## src/rtl/thta_pkg.sv

```systemverilog
// Shared types and constants for the thermistor temperature averager.
// No dependencies; every other file in rtl but thta_ram and thta_checker imports this package.
package thta_pkg;

    localparam int ADC_W  = 10;
    localparam int KOHM_W = 10;
    localparam int NUM_W  = 30;
    localparam int COEF_W = 32;
    localparam int TEMP_W = 16;
    localparam int DIV_W  = 64;
    localparam int QUO_W  = 16;

    localparam logic [1:0] REG_COEF_A = 2'd0;
    localparam logic [1:0] REG_COEF_B = 2'd1;
    localparam logic [1:0] REG_COEF_C = 2'd2;
    localparam logic [1:0] REG_SERIES = 2'd3;

    localparam logic signed [COEF_W-1:0] COEF_A_RST = 32'sd1780551011;
    localparam logic signed [COEF_W-1:0] COEF_B_RST = 32'sd159273830;
    localparam logic signed [COEF_W-1:0] COEF_C_RST = 32'sd558548;
    localparam logic [KOHM_W-1:0]        SERIES_RST = 10'd10;

    localparam logic [ADC_W-1:0]         ADC_MAX     = 10'd1023;
    localparam logic signed [TEMP_W-1:0] RAIL_TENTHS = -16'sd4596;
    localparam logic signed [TEMP_W-1:0] TEMP_MAX    = 16'sd32767;

    typedef struct packed {
        logic [ADC_W-1:0] adc_sample;
        logic [NUM_W-1:0] num;
        logic             rail;
        logic             kzero;
    } t_item;

    typedef struct packed {
        logic             start;
        logic [DIV_W-1:0] num;
        logic [DIV_W-1:0] den;
    } t_div_req;

    typedef struct packed {
        logic             done;
        logic             ovf;
        logic [QUO_W-1:0] quo;
    } t_div_rsp;

    typedef enum logic [3:0] {
        ST_IDLE,
        ST_NORM,
        ST_SQR,
        ST_LN,
        ST_L2,
        ST_L3,
        ST_TB,
        ST_TC,
        ST_SUM,
        ST_TOP,
        ST_TSTART,
        ST_TDIV,
        ST_AVG,
        ST_ASTART,
        ST_ADIV,
        ST_OUT
    } t_state;

endpackage

```

## src/rtl/thta_front.sv

```systemverilog
// Front end: accepts ADC beats, flags rail and zero-resistor cases and forms
// the divider numerator series_kohm*1000*(1023-x). Depends on thta_pkg.
module thta_front (
    input  logic                          i_clk,
    input  logic                          i_rst_n,
    input  logic                          i_push,
    output logic                          o_full,
    input  logic [thta_pkg::ADC_W-1:0]    i_adc_sample,
    input  logic [thta_pkg::KOHM_W-1:0]   i_series_kohm,
    output logic                          o_item_push,
    output thta_pkg::t_item               o_item,
    input  logic                          i_q_full
);
    import thta_pkg::*;

    logic                  r_fv;
    logic [ADC_W-1:0]      r_x;
    logic [2*ADC_W-1:0]    r_p;
    logic                  r_rail;
    logic                  r_kz;
    logic                  w_accept;
    logic [ADC_W-1:0]      w_diff;
    logic [NUM_W-1:0]      w_num;

    assign o_full      = r_fv && i_q_full;
    assign o_item_push = r_fv && !i_q_full;
    assign w_accept    = i_push && !o_full;
    assign w_diff      = ADC_MAX - i_adc_sample;
    assign w_num       = {{(NUM_W-2*ADC_W){1'b0}}, r_p} * NUM_W'(1000);

    always_ff @(posedge i_clk) begin
        if (!i_rst_n) begin
            r_fv <= 1'b0;
        end else if (w_accept) begin
            r_fv <= 1'b1;
        end else if (o_item_push) begin
            r_fv <= 1'b0;
        end
    end

    always_ff @(posedge i_clk) begin
        if (w_accept) begin
            r_x    <= i_adc_sample;
            r_p    <= {{ADC_W{1'b0}}, i_series_kohm} * {{ADC_W{1'b0}}, w_diff};
            r_rail <= (i_adc_sample == '0) || (i_adc_sample == ADC_MAX);
            r_kz   <= (i_series_kohm == '0);
        end
    end

    always_comb begin
        o_item.adc_sample = r_x;
        o_item.num        = w_num;
        o_item.rail       = r_rail;
        o_item.kzero      = r_kz;
    end

endmodule

```

## config.mk

```make
export PLATFORM = sky130hd
export DESIGN_NAME = thta_front
export DESIGN_NICKNAME = d
export VERILOG_FILES = /design/src/rtl/thta_pkg.sv /design/src/rtl/thta_front.sv
export SDC_FILE = /design/constraint.sdc
export NUM_CORES = 1
export LEC_CHECK = 0
export ABC_AREA = 1
export BUFFER_PORTS_ARGS = -buffer_cell sky130_fd_sc_hd__clkbuf_2
export CORE_MARGIN = 2
export CORE_UTILIZATION = 45
export DETAILED_ROUTE_END_ITERATION = 10
export GPL_TIMING_DRIVEN = 0
export PLACE_DENSITY_LB_ADDON = 0.15
export SLEW_MARGIN = 10
export SYNTH_ARGS = -nofsm -noshare
export SYNTH_HDL_FRONTEND = slang
export SYNTH_SLANG_ARGS = --single-unit
```

## constraint.sdc

```tcl
create_clock -name i_clk -period 6.99 [get_ports i_clk]
set_input_delay 0.3495 -clock i_clk [delete_from_list [all_inputs] [get_ports i_clk]]
set_output_delay 0.3495 -clock i_clk [all_outputs]
set_load 0.005 [all_outputs]
```

==> flow_summary.toml <==
[critical_path]
path_cells = "clkbuf_2 > clkbuf_1 > inv_1 > nand2_1 > fa_1 > fa_1 > fa_1 > fa_1 > fa_1 > inv_1 > ha_1 > nand2_1 > inv_1 > a21oi_1 > nand3_1 > nand2_1 > nand2_1 > nand2_1 > nand2_1"
cp_top_family = "adder cells"
max_stage_delay_ps = 570
required_ps = 7020
cp.arrival_ps = 4880
crit_type = "primary input to flop"
start_kind = "primary input"
critPathCaptureType = "flop"
cpMostUsedCell = "nand2_1"
crit_buf_inv = 5
cp_max_fo = 9
crit_slowest_cell = "fa_1"

[placed_design]
io_buffers = 63
hpwl_mm = 15.7
dpl.cell_count = 1395
place_congestion = 0.902

[yosys]
yosysUniqueCellTypes = 29
synthTopCellsByArea = "fa_1, ha_1, inv_1"
yosys.area_share.simple_pct = 20.7
ys.warnings.count = 0
synth-xor-area-share_pct = 2.39
synth_commonest_cells = "inv_1, nand2_1, fa_1, ha_1, nor2_1"
synth_area_sq_um = 8440
ys_seq_elements = 33
async_flop_share_pct = 0
avgSynthCellArea_sq_um = 7.71
yosysMostFrequentCell = "inv_1"
synth_ff_type = "edfxtp_1"
muxShareOfSynthArea_pct = 0
synth_top_family_by_area = "adder cells"
synth_top_area_share_pct = 31.3
seq_area_frac_synth_pct = 11.6
syn_inst = 1095
synth_compound_area_share_pct = 2.42
yosys.area.top_type = "fa_1"
yosys.area_share.adder_pct = 48.5
synth_edf_count = 32

[cells_and_area]
syn2layout_area_growth_pct = 9.40
drive_gt1_share_pct = 7.70
fin_nets = 1440
num-fill-cells = 1884
finalNonFillerCells = 1403
antenna_cells = 0

[global_route]
grt_usage_pct = 19.5
grt-ovfl-total = 0
grt_max_degree = 25
grt_pass1_vias = 6764
grt_pass1_wl_mm = 31.6
antenna_found_initial = 0

[cts]
postCtsHoldBufs = 0
clock_path_buffers = 2
postCtsSetupBuffers = 0
cts_resized = 0
clock_sinks = 33
clkLatencyLatePin_ps = 280
h-tree-depth = 2
cts_root_buf = "clkbuf_16"
cts.reportedPaths.clkPinSlew_ps = 60
tritoncts = "yes"
numCtsBuffers = 5

[detailed_routing]
wl_per_cell_um = 12.5
ant_nets = 0
vias = 6717
drt_wl_total_mm = 17.6
dr.pass1.iters = 5
drc_errors = 0
dr.first_iter.drc_count = 336
vias_per_cell = 4.79

[floorplanning]
core_region_area_sq_um = 18600
row_count = 50
io_pins = 68
die_y_um = 141
dieArea_sq_um = 19900
die_w_um = 141
start_util_pct = 45.4

[status]
status = "finished, final reports clean"

[timing]
tns_ps = 0
fmax_ghz = 0.206
slew_viol_final = 0
fin_crit_sh_pct = 69.3
period_minus_slack_ps = 4850
hold_violations = 0
worstMarginPinSlew_ps = 602
clock_skew_ps = 4.48
rsz0062_at_grt = "false"
relSlewSlack_pct = 59.9
finalSetupViolCount = 0

[flow_run]
drv_cap = 0

[hold_path]
hp-class = "primary input to flop"
==> cell type report <==
type	instances	area, sq um	area share, %
sequential	33	981	10.6
tap	234	293	3.17
inverter	300	1130	12.2
clock buffer	5	125	1.35
multi-input combinational	749	6270	67.9
timing repair buffer	64	343	3.71
buffer	15	83.8	0.908
clock inverter	3	17.5	0.190
==> registers in the layout, summed over array words and instances (netlist names) <==
signal / count
r_fv: 1
r_kz: 1
r_p: 20
r_rail: 1
r_x: 10
==> path summary, 6_finish.rpt <==
kind	startpoint	to	slack, ps	depth (start not counted)
max	i_adc_sample[4]	r_p[19]	2140	19
min	i_adc_sample[7]	r_x[7]	260	1
max reg2reg	r_fv	r_p[17]	5700	4
min reg2reg	r_fv	r_fv	510	2
==> kinds of logic (layout without fill, tap and decap cells) <==
kind of cell | Yosys count | in the layout
flip-flops | 33 | 33
adder cells (fa/ha/maj) | 248 | 248
other | 1 | 3
AO/OA/AOI/OAI | 39 | 39
AND/OR/NAND/NOR | 436 | 436
XOR/XNOR | 23 | 23
buffers and inverters | 315 | 387
==> layout by cell type, fill, tap and decap left out, types with 18 or more instances in the layout <==
master / Yosys / final
nor2_1: 91 / 90
inv_1: 298 / 298
a21oi_1: 29 / 29
ha_1: 116 / 116
edfxtp_1: 32 / 32
xor2_1: 18 / 18
nand2_1: 280 / 280
nand3_1: 37 / 37
clkbuf_2: 0 / 63
fa_1: 132 / 132
==> per-layer routing <==
| metal | vias up | GRT usage [%] | share of wire [%] |
|---|---|---|---|
| met1 | 3190 | 27.7 | 49 |
| met3 | 12 | 2.68 | 4.2 |
| met2 | 135 | 32.7 | 46 |
| met5 | - | 0 | 0 |
| li1 | 3380 | - | - |
| met4 | 0 | 2.58 | 0.77 |
==> stage by stage <==
stage               hold WS, ps  area (sq um)  setup slack (ps)  utilization (%)
floorplan                   448          8450              2480                -
global placement            482          9060              1960             48.8
detailed placement          510          9090              1910             48.9
CTS                         250          9240              2200             49.7
global route                249          9240              1890             49.7
finish                      257          9240              2140             49.7
Power is not shown: default switching activity piles up to over one toggle a cycle in this logic, so the estimate is an artifact.
