===== config.mk =====
export PLATFORM = sky130hd
export DESIGN_NAME = thta_fifo
export DESIGN_NICKNAME = d
export VERILOG_FILES = /design/src/rtl/thta_pkg.sv /design/src/rtl/thta_fifo.sv
export SDC_FILE = /design/constraint.sdc
export NUM_CORES = 1
export LEC_CHECK = 0
export BUFFER_PORTS_ARGS = -buffer_cell sky130_fd_sc_hd__clkbuf_2
export CAP_MARGIN = 25
export CORE_MARGIN = 2
export CORE_UTILIZATION = 30
export DETAILED_ROUTE_END_ITERATION = 10
export PLACE_DENSITY_LB_ADDON = 0.1
export SETUP_SLACK_MARGIN = 0.1
export SLEW_MARGIN = 25
export SYNTH_ARGS = -nofsm -noshare
export SYNTH_HDL_FRONTEND = slang
export SYNTH_SLANG_ARGS = --single-unit

===== constraint.sdc =====
create_clock -name i_clk -period 2.85 [get_ports i_clk]
set_clock_uncertainty 0.05 [all_clocks]
set_input_delay 0.57 -clock i_clk [delete_from_list [all_inputs] [get_ports i_clk]]
set_output_delay 0.57 -clock i_clk [all_outputs]
set_load 0.1 [all_outputs]

===== src/rtl/thta_pkg.sv =====
// Shared types and constants for the thermistor temperature averager.
// No dependencies; every other file in rtl but thta_ram and thta_checker imports this package.
package thta_pkg;

    localparam int ADC_W  = 10;
    localparam int KOHM_W = 10;
    localparam int NUM_W  = 30;
    localparam int COEF_W = 32;
    localparam int TEMP_W = 16;
    localparam int DIV_W  = 64;
    localparam int QUO_W  = 16;

    localparam logic [1:0] REG_COEF_A = 2'd0;
    localparam logic [1:0] REG_COEF_B = 2'd1;
    localparam logic [1:0] REG_COEF_C = 2'd2;
    localparam logic [1:0] REG_SERIES = 2'd3;

    localparam logic signed [COEF_W-1:0] COEF_A_RST = 32'sd1780551011;
    localparam logic signed [COEF_W-1:0] COEF_B_RST = 32'sd159273830;
    localparam logic signed [COEF_W-1:0] COEF_C_RST = 32'sd558548;
    localparam logic [KOHM_W-1:0]        SERIES_RST = 10'd10;

    localparam logic [ADC_W-1:0]         ADC_MAX     = 10'd1023;
    localparam logic signed [TEMP_W-1:0] RAIL_TENTHS = -16'sd4596;
    localparam logic signed [TEMP_W-1:0] TEMP_MAX    = 16'sd32767;

    typedef struct packed {
        logic [ADC_W-1:0] adc_sample;
        logic [NUM_W-1:0] num;
        logic             rail;
        logic             kzero;
    } t_item;

    typedef struct packed {
        logic             start;
        logic [DIV_W-1:0] num;
        logic [DIV_W-1:0] den;
    } t_div_req;

    typedef struct packed {
        logic             done;
        logic             ovf;
        logic [QUO_W-1:0] quo;
    } t_div_rsp;

    typedef enum logic [3:0] {
        ST_IDLE,
        ST_NORM,
        ST_SQR,
        ST_LN,
        ST_L2,
        ST_L3,
        ST_TB,
        ST_TC,
        ST_SUM,
        ST_TOP,
        ST_TSTART,
        ST_TDIV,
        ST_AVG,
        ST_ASTART,
        ST_ADIV,
        ST_OUT
    } t_state;

endpackage


===== src/rtl/thta_fifo.sv =====
// Two-entry queue between front end and conversion engine.
// Depends on thta_pkg for the item type.
module thta_fifo (
    input  logic            i_clk,
    input  logic            i_rst_n,
    input  logic            i_push,
    input  thta_pkg::t_item i_item,
    output logic            o_full,
    input  logic            i_pop,
    output thta_pkg::t_item o_item,
    output logic            o_empty
);
    import thta_pkg::*;

    t_item      r_mem [2];
    logic       r_wp;
    logic       r_rp;
    logic [1:0] r_cnt;
    logic       w_push;
    logic       w_pop;

    assign o_full  = (r_cnt == 2'd2);
    assign o_empty = (r_cnt == 2'd0);
    assign w_push  = i_push && !o_full;
    assign w_pop   = i_pop && !o_empty;
    assign o_item  = r_mem[r_rp];

    always_ff @(posedge i_clk) begin
        if (!i_rst_n) begin
            r_wp  <= 1'b0;
            r_rp  <= 1'b0;
            r_cnt <= 2'd0;
        end else begin
            if (w_push) begin
                r_wp <= ~r_wp;
            end
            if (w_pop) begin
                r_rp <= ~r_rp;
            end
            if (w_push && !w_pop) begin
                r_cnt <= r_cnt + 2'd1;
            end else if (w_pop && !w_push) begin
                r_cnt <= r_cnt - 2'd1;
            end
        end
    end

    always_ff @(posedge i_clk) begin
        if (w_push) begin
            r_mem[r_wp] <= i_item;
        end
    end

endmodule


==> results of run 1 <==
cell families (layout without fill, tap and decap cells):
group | after synthesis | count (layout) | share of synthesized area, %
buffers and inverters | 7 | 112 | 0.9993
xor gates and xnor gates | 3 | 3 | 0.8075
AOI/OAI and AO/OA | 5 | 5 | 0.9996
muxes | 42 | 42 | 14.53
and+or+nand+nor | 9 | 9 | 1.692
DFF | 89 | 89 | 80.58
adders and majority gates | 1 | 1 | 0.3844
metrics by stage:
stage	cells	worst slack, ps
floorplan	156	521.2
global placement	385	679.7
detailed placement	385	642.3
CTS	401	260.0
global route	401	172.1
finish	401	308.9
cells in the final DEF (no fill, tap or decap):
cell and count:
clkbuf_1 1, bufinv_16 3, a21boi_0 1, clkinv_2 1, clkinvlp_4 1, mux2_2 42, xnor2_1 2, clkbuf_8 10
nor3_4 1, inv_1 1, buf_4 5, clkbuf_2 89, o21ai_1 1, or3_1 1, o21ai_0 1, nand2b_1 1
ha_1 1, inv_2 1, and3_2 1, dfxtp_2 1, nor2_1 2, o21a_1 1, edfxtp_1 84, a21boi_1 1
xor2_1 1, dfxtp_1 4, and2_1 3
sequential cells by signal (all words and copies together) (netlist names), named ones only:
register / count
r_cnt: 2
r_mem: 84
r_wp: 1
r_rp: 1
area by class of cell:
type                    instances  area [um2]  share of cell area [%]
clock buffers                  11       141.4                   3.415
inverters                       2       7.507                  0.1813
well taps                     140       175.2                   4.231
clock inverters                 5       102.6                   2.478
flip-flops and latches         89        2624                   63.37
multi-input cells              60       606.8                   14.66
repair buffers                 94       483.0                   11.67
worst max-delay path by stage:
stage | depth (start not counted) | slack [ps] | to
after floorplan | 3 | 520 | r_mem[0][0]$_DFFE_PP_
after global placement | 3 | 680 | o_item[12]
after detailed placement | 3 | 640 | o_item[12]
after CTS | 3 | 260 | o_item[12]
after global routing | 3 | 170 | o_item[12]
final | 3 | 310 | o_item[12]
metal layers:
layer / vias to the layer above / part of all wire, % / track usage, %
met5: - / 0 / 0
met4: 0 / 1.9 / 4.853
met3: 8 / 7.5 / 4.099
met2: 53 / 46 / 15.86
met1: 833 / 44 / 13.85
li1: 805 / - / -
==> results.py, run 1 <==
metrics = {
    "floorplanning": {
        "ioPinCount": 90,
        "die-area_mm2": 0.01170,
        "fp.dieH_um": 108.2,
        "start_util_pct": 30.42,
        "die_w_um": 108.2,
        "core_area_mm2": 0.01070,
        "rows": 38,
    },
    "clock_network": {
        "cts_buffers": 9,
        "post_cts_resized": 0,
        "post_cts_buffers": 0,
        "worstSkewPairLatency_ps": 340,
        "ctsLongestPathBuffers": 2,
        "numClockSinks": 89,
        "path_clk_slew_ps": 90,
        "ctsHoldBuffers": 0,
        "clk_root_buffer_cell": "clkbuf_8",
        "htree_levels": 3,
        "cts_tree": "built",
    },
    "hold_path": {
        "worstHoldPathCells": 1,
        "hp-start": "i_item[39]",
        "whs_endpoint": "r_mem[1][39]$_DFFE_PP_",
        "hold_class": "in2reg",
    },
    "placement": {
        "gp_congestion": 0.6537,
        "dpl_cell_area_mm2": 0.003896,
        "hpwl_um": 3950,
        "port_buffers": 89,
    },
    "logic_synthesis": {
        "synth_top_area_share_pct": 77.51,
        "ys_seq_elements": 89,
        "synthArstFlopShare_pct": 0,
        "synth_top_cell_by_area": "edfxtp_1",
        "synth-seq-area-share_pct": 80.58,
        "yosys_warnings": 0,
        "synth_edf_count": 84,
        "synth_common_cells": "edfxtp_1 (84), mux2_2 (42), buf_2 (5), dfxtp_1 (5), and2_1 (3)",
        "synthCells": 156,
        "syn-num-nets": 203,
        "yosysMostFrequentCell": "edfxtp_1",
        "synthFlopType": "edfxtp_1",
        "syn-mean-instance-area_um2": 20.86,
        "synth_area_mm2": 0.003254,
        "synth_area_leaders": "edfxtp_1 (78%), mux2_2 (15%), dfxtp_1 (3.1%)",
        "ys_types": 20,
    },
    "final_layout": {
        "antenna_cells": 0,
        "drive_above_1_share_pct": 59.39,
        "final_core_util_pct": 38.70,
        "area_delta_synth_final_pct": 27.22,
        "fillCellCount": 1024,
        "final_area_mm2": 0.004140,
        "fin_nets": 303,
    },
    "detailed_routing": {
        "routed_via_density": 4.237,
        "num_vias": 1699,
        "ant_nets": 0,
        "avgRoutedWirePerCell_um": 14.74,
        "drtPass1Iterations": 4,
        "routed_wl_um": 5910,
        "drt_iter0_drc": 51,
        "route.detailed.drc": 0,
    },
    "global_routing": {
        "grt_max_degree": 44,
        "gr-total-overflow": 0,
        "grt_antenna_before_repair": 0,
        "grt_pass1_wl_um": 9039,
        "grt_pass1_vias": 1754,
        "grt.total_usage_pct": 10.68,
    },
    "timing": {
        "max_slew.worst_pin.slew_ps": 618.9,
        "fin_setup_tns_ps": 0,
        "fin_crit_ps": 2541,
        "drv_slew": 0,
        "timing.fmax_mhz": 393.5,
        "hold_viol_final": 0,
        "setup_viol": 0,
        "relSlewSlack_pct": 58.74,
        "post-route-period-util_pct": 89.16,
        "whs_ps": 359.0,
        "rsz0062_at_grt": "no",
    },
    "setup_path": {
        "critPathKind": "reg2out",
        "crit_arrival_ps": 1920,
        "required_ps": 2230,
        "cp_cell_sequence": "buf_4 -> mux2_2 -> clkbuf_2",
        "reg2reg_slack_ps": 1050,
        "cpMaxStageDelayCell": "dfxtp_2",
        "rr_startpoint": "r_cnt[0]$_SDFFE_PN0P_",
        "crit_buf_inv": 2,
        "crit_family": "buffers and inverters",
        "r2r_cells": 3,
        "end_kind": "output port",
        "path_max_fanout": 22,
        "r2r_end": "r_mem[1][16]$_DFFE_PP_",
        "max_stage_delay_ps": 450,
        "startpoint_type": "flip-flop",
    },
    "flow_run": {
        "cap_violations": 0,
    },
    "status": {
        "status": "finished clean",
    },
}
Power of run 1 is left out: the tool's default activity adds up to more than one toggle a clock period on the data nets, which glitch-free logic cannot reach.
==> run 2: changes to the inputs <==
==> constraint.sdc (replaced) <==
create_clock -name i_clk -period 2.1 [get_ports i_clk]
set_clock_uncertainty 0.05 [all_clocks]
set_input_delay 0.42 -clock i_clk [delete_from_list [all_inputs] [get_ports i_clk]]
set_output_delay 0.42 -clock i_clk [all_outputs]
set_load 0.1 [all_outputs]
==> run 2 against run 1 <==
  * Cell area increased by 13%
  * Register-to-register slack worse by 530 ps
  * Critical endpoint is now o_item[36]
  * Sequential share of layout area is 7.3 points lower
  * Highest routed layer unchanged
  * Critical path depth unchanged
  * Global-route usage about the same
==> results.py, run 2 (synthesis gave the netlist of run 1 again) <==
metrics = {
    "setup_path": {
        "startpoint_type": "flip-flop",
        "max_stage_delay_ps": 400,
        "crit_arrival_ps": 1480,
        "rr_startpoint": "r_cnt[1]$_SDFFE_PN0P_",
        "path_max_fanout": 15,
        "end_kind": "output port",
        "critPathKind": "reg2out",
        "required_ps": 1630,
        "r2r_cells": 6,
        "r2r_end": "r_cnt[1]$_SDFFE_PN0P_",
        "cp_cell_sequence": "buf_8 -> mux2_2 -> buf_12",
        "reg2reg_slack_ps": 520,
        "cpMaxStageDelayCell": "dfxtp_4",
    },
    "status": {
        "status": "finished clean",
    },
    "floorplanning": {
        "core_area_mm2": 0.01070,
        "start_util_pct": 30.42,
        "die_w_um": 108.2,
        "ioPinCount": 90,
        "die-area_mm2": 0.01170,
        "rows": 38,
        "fp.dieH_um": 108.2,
    },
    "timing": {
        "whs_ps": 206.0,
        "layout_setup_ws_ps": 147.1,
        "drv_slew": 0,
        "post-route-period-util_pct": 93.00,
        "fin_crit_ps": 1953,
        "setup_viol": 0,
        "max_slew.worst_pin.slew_ps": 546.0,
        "hold_viol_final": 0,
        "fin_setup_tns_ps": 0,
        "relSlewSlack_pct": 63.76,
        "rsz0062_at_grt": "yes",
        "timing.fmax_mhz": 512.1,
    },
    "final_layout": {
        "fin_nets": 304,
        "reg.largest.list": "r_mem (84), r_cnt (2)",
        "final_common_cell": "edfxtp_1",
        "largest_reg_flops": 84,
        "drive_above_1_share_pct": 59.16,
        "antenna_cells": 0,
        "mostFrequentLayoutCells": "edfxtp_1 (84), clkbuf_2 (47), mux2_2 (42)",
        "area_delta_synth_final_pct": 44.10,
        "largest-register": "r_mem",
        "fillCellCount": 979,
    },
    "global_routing": {
        "grt_pass1_wl_um": 9011,
        "gr-total-overflow": 0,
        "grt.total_usage_pct": 10.72,
        "grt_antenna_before_repair": 0,
        "grt_pass1_vias": 1725,
        "grt_max_degree": 44,
    },
    "hold_path": {
        "whs_endpoint": "r_mem[1][18]$_DFFE_PP_",
        "hold_class": "in2reg",
        "worstHoldPathCells": 1,
        "hp-start": "i_item[18]",
    },
    "clock_network": {
        "path_clk_slew_ps": 80,
        "htree_levels": 3,
        "clk_root_buffer_cell": "clkbuf_8",
        "cts_buffers": 9,
        "ctsHoldBuffers": 0,
        "numClockSinks": 89,
        "worstSkewPairLatency_ps": 340,
        "ctsLongestPathBuffers": 2,
        "cts_tree": "built",
    },
    "detailed_routing": {
        "routed_wl_um": 6082,
        "routed_via_density": 4.241,
        "drtPass1Iterations": 4,
        "ant_nets": 0,
        "route.detailed.drc": 0,
        "num_vias": 1705,
        "drt_iter0_drc": 36,
        "avgRoutedWirePerCell_um": 15.13,
    },
    "placement": {
        "hpwl_um": 3833,
        "gp_congestion": 0.6697,
        "preCtsSetupSlack_ps": 357.8,
        "port_buffers": 89,
    },
    "flow_run": {
        "cap_violations": 0,
    },
}
==> run 2: cell types whose count changed in the layout (fill, tap and decap cells not counted), moves of 2 or more <==
cell	delta
buf_12	+28
bufinv_16	-2
buf_8	+7
clkbuf_2	-42
clkbuf_8	+9
buf_4	-3
clkbuf_1	+2
==> run 2: stage by stage <==
step | util, % | cell area (um2) | instances
after global placement | 40.46 | 4328 | 385
final | 43.84 | 4690 | 402
after CTS | 43.47 | 4651 | 401
after global routing | 43.84 | 4690 | 402
after floorplan | - | 3278 | 156
after detailed placement | 40.46 | 4328 | 385
==> run 2: final cells by class <==
| class | instances | area [um2] | area share (%) |
|---|---|---|---|
| flip-flops and latches | 89 | 2628 | 56.03 |
| repair buffers | 95 | 1079 | 23.00 |
| multi-input cells | 60 | 614.3 | 13.10 |
| well taps | 140 | 175.2 | 3.735 |
| clock buffers | 12 | 135.1 | 2.882 |
| clock inverters | 4 | 43.79 | 0.9338 |
| inverters | 2 | 15.01 | 0.3202 |
==> run 2: how the worst max path moves through the flow <==
stage                                  to  slack (ps)  depth (start not counted)
global placement                o_item[5]         360                          3
finish                         o_item[36]         150                          3
global route                   o_item[31]          90                          3
floorplan           r_mem[0][0]$_DFFE_PP_         -60                          3
CTS                            o_item[14]         100                          3
detailed placement             o_item[14]         360                          3
==> run 2: routing by layer <==
metal	track usage (%)	share of wire (%)	up-vias	wire length, um
met1	13.28	43	836	2619
met4	6.593	2.1	0	129
met5	0	0	-	0
met3	3.014	6.1	10	374
met2	16.62	49	53	2957
li1	-	-	806	-
==> run 2: timing repair <==
action,4_1_cts,5_1_grt
resized for setup,33,8
pin swaps,0,0
cloned,0,1
setup buffers,0,0
endpoints found under the setup margin,31,25
==> run 2: worst max-delay path: cells and delay by family, from the launching register on <==
family,cells,cell delay [ps]
buffers and inverters,2,350
muxes,1,380
DFF,1,400
Power of run 2 is left out for the same reason.
==> run 3: changes to the inputs <==
==> constraint.sdc (replaced) <==
create_clock -name i_clk -period 2.1 [get_ports i_clk]
set_clock_uncertainty 0.05 [all_clocks]
set_input_delay 0.21 -clock i_clk [delete_from_list [all_inputs] [get_ports i_clk]]
set_output_delay 0.21 -clock i_clk [all_outputs]
set_load 0.1 [all_outputs]
==> run 3 against run 2 <==
  * Worst hold slack got worse by 130 ps
  * Highest routed layer unchanged
  * Utilization down 1.0 points
  * Die area is the same
  * First-iteration DRC count decreased by 11%
  * Critical path type unchanged
  * Via count increased by 8.4%
==> results.py, run 3 (synthesis gave the netlist of run 1 again) <==
metrics = {
    "final_layout": {
        "largest-register": "r_mem",
        "mostFrequentLayoutCells": "edfxtp_1 (84), clkbuf_2 (68), mux2_2 (42), dlygate4sd3_1 (42), buf_2 (20)",
        "layout.cells.non_filler": 444,
        "largest_reg_flops": 84,
        "reg.largest.list": "r_mem (84), r_cnt (2)",
        "area_delta_synth_final_pct": 40.72,
        "final_common_cell": "edfxtp_1",
        "drive_above_1_share_pct": 51.64,
        "antenna_cells": 0,
        "fin_nets": 346,
    },
    "clock_network": {
        "htree_levels": 3,
        "cts_tree": "built",
        "worstSkewPairLatency_ps": 340,
        "numClockSinks": 89,
        "cts_buffers": 9,
        "post_cts_buffers": 0,
        "ctsLongestPathBuffers": 2,
        "clk_root_buffer_cell": "clkbuf_8",
        "path_clk_slew_ps": 80,
    },
    "global_routing": {
        "grt_antenna_before_repair": 0,
        "gr-total-overflow": 0,
        "grt_pass1_vias": 1906,
        "grt_max_degree": 27,
        "grt.total_usage_pct": 11.22,
        "grt_pass1_wl_um": 9432,
    },
    "setup_path": {
        "required_ps": 1840,
        "path_max_fanout": 26,
        "critPathKind": "reg2out",
        "startpoint_type": "flip-flop",
        "end_kind": "output port",
        "crit_arrival_ps": 1640,
    },
    "detailed_routing": {
        "drt_iter0_drc": 32,
        "drtPass1Iterations": 4,
        "num_vias": 1848,
        "routed_wl_um": 6087,
        "routed_via_density": 4.162,
        "ant_nets": 0,
        "avgRoutedWirePerCell_um": 13.71,
        "route.detailed.drc": 0,
    },
    "timing": {
        "post-route-period-util_pct": 90.63,
        "relSlewSlack_pct": 62.48,
        "drv_slew": 0,
        "rsz0062_at_grt": "no",
        "fin_crit_ps": 1903,
        "setup_viol": 0,
        "max_slew.worst_pin.slew_ps": 565.2,
        "hold_viol_final": 0,
        "timing.fmax_mhz": 525.4,
        "fin_setup_tns_ps": 0,
    },
    "floorplanning": {
        "rows": 38,
        "start_util_pct": 30.42,
        "die-area_mm2": 0.01170,
        "core_area_mm2": 0.01070,
        "ioPinCount": 90,
        "fp.dieH_um": 108.2,
        "die_w_um": 108.2,
    },
    "placement": {
        "dp.cells": 386,
        "hpwl_um": 3854,
        "gp_congestion": 0.6606,
        "port_buffers": 89,
    },
    "status": {
        "status": "finished clean",
    },
    "hold_path": {
        "hold_class": "in2reg",
    },
    "flow_run": {
        "cap_violations": 0,
    },
}
## run 3: cell types whose count changed in the layout (fill, tap and decap cells not counted), sizes merged
| cell | previous run | this run |
|---|---|---|
| buf | 37 | 26 |
| clkbuf | 70 | 82 |
| dlygate4sd3 | 0 | 42 |
| bufinv | 1 | 2 |
| clkinv | 3 | 1 |
## run 3: repair_timing
action	in CTS	in global routing
gates resized for setup	1	20
cloned	0	0
endpoints found under the setup margin	1	20
hold buffers	42	0
hold endpoints to repair	84	0
## run 3: layout make-up
| cell class | count | area, um2 |
|---|---|---|
| clock inverters | 3 | 65.06 |
| fillers | 991 | 6118 |
| clock buffers | 13 | 158.9 |
| flip-flops and latches | 89 | 2625 |
| well taps | 140 | 175.2 |
| inverters | 2 | 15.01 |
| repair buffers | 137 | 925.9 |
| multi-input cells | 60 | 614.3 |
## run 3: critical path, cell delays in order, from the launching register on
cell and delay (ps):
dfxtp_2 350, buf_12 190, mux2_2 360, clkbuf_2 370
## run 3: final timing paths
kind | slack, ps | endpoint | startpoint | depth (start not counted)
setup / recovery | 200 | o_item[18] | flip-flop | 3
hold / removal | 70 | r_wp$_SDFFE_PN0P_ | i_rst_n | 2
setup reg to reg | 540 | r_cnt[1]$_SDFFE_PN0P_ | r_cnt[1]$_SDFFE_PN0P_ | 6
hold reg to reg | 510 | r_cnt[1]$_SDFFE_PN0P_ | r_cnt[1]$_SDFFE_PN0P_ | 2
## run 3: through the flow
stage / cell area, um2 / util, % / worst slack [ps] / hold WS (ps)
after floorplan: 3278 / - / -55.06 / 258.9
after global placement: 3933 / 36.76 / 497.6 / 349.8
after detailed placement: 3933 / 36.76 / 494.7 / 352.4
after CTS: 4579 / 42.81 / 104.9 / 51.08
after global routing: 4579 / 42.81 / 103.7 / 61.55
final: 4579 / 42.81 / 196.8 / 72.26
## run 3: routing by layer
metal / vias to the layer above / part of all wire [%] / track usage, %
met4: 0 / 2.7 / 6.868
met5: - / 0 / 0
met2: 52 / 47 / 17.07
li1: 892 / - / -
met1: 893 / 45 / 13.97
met3: 11 / 5.5 / 3.496
Power of run 3 is left out for the same reason.
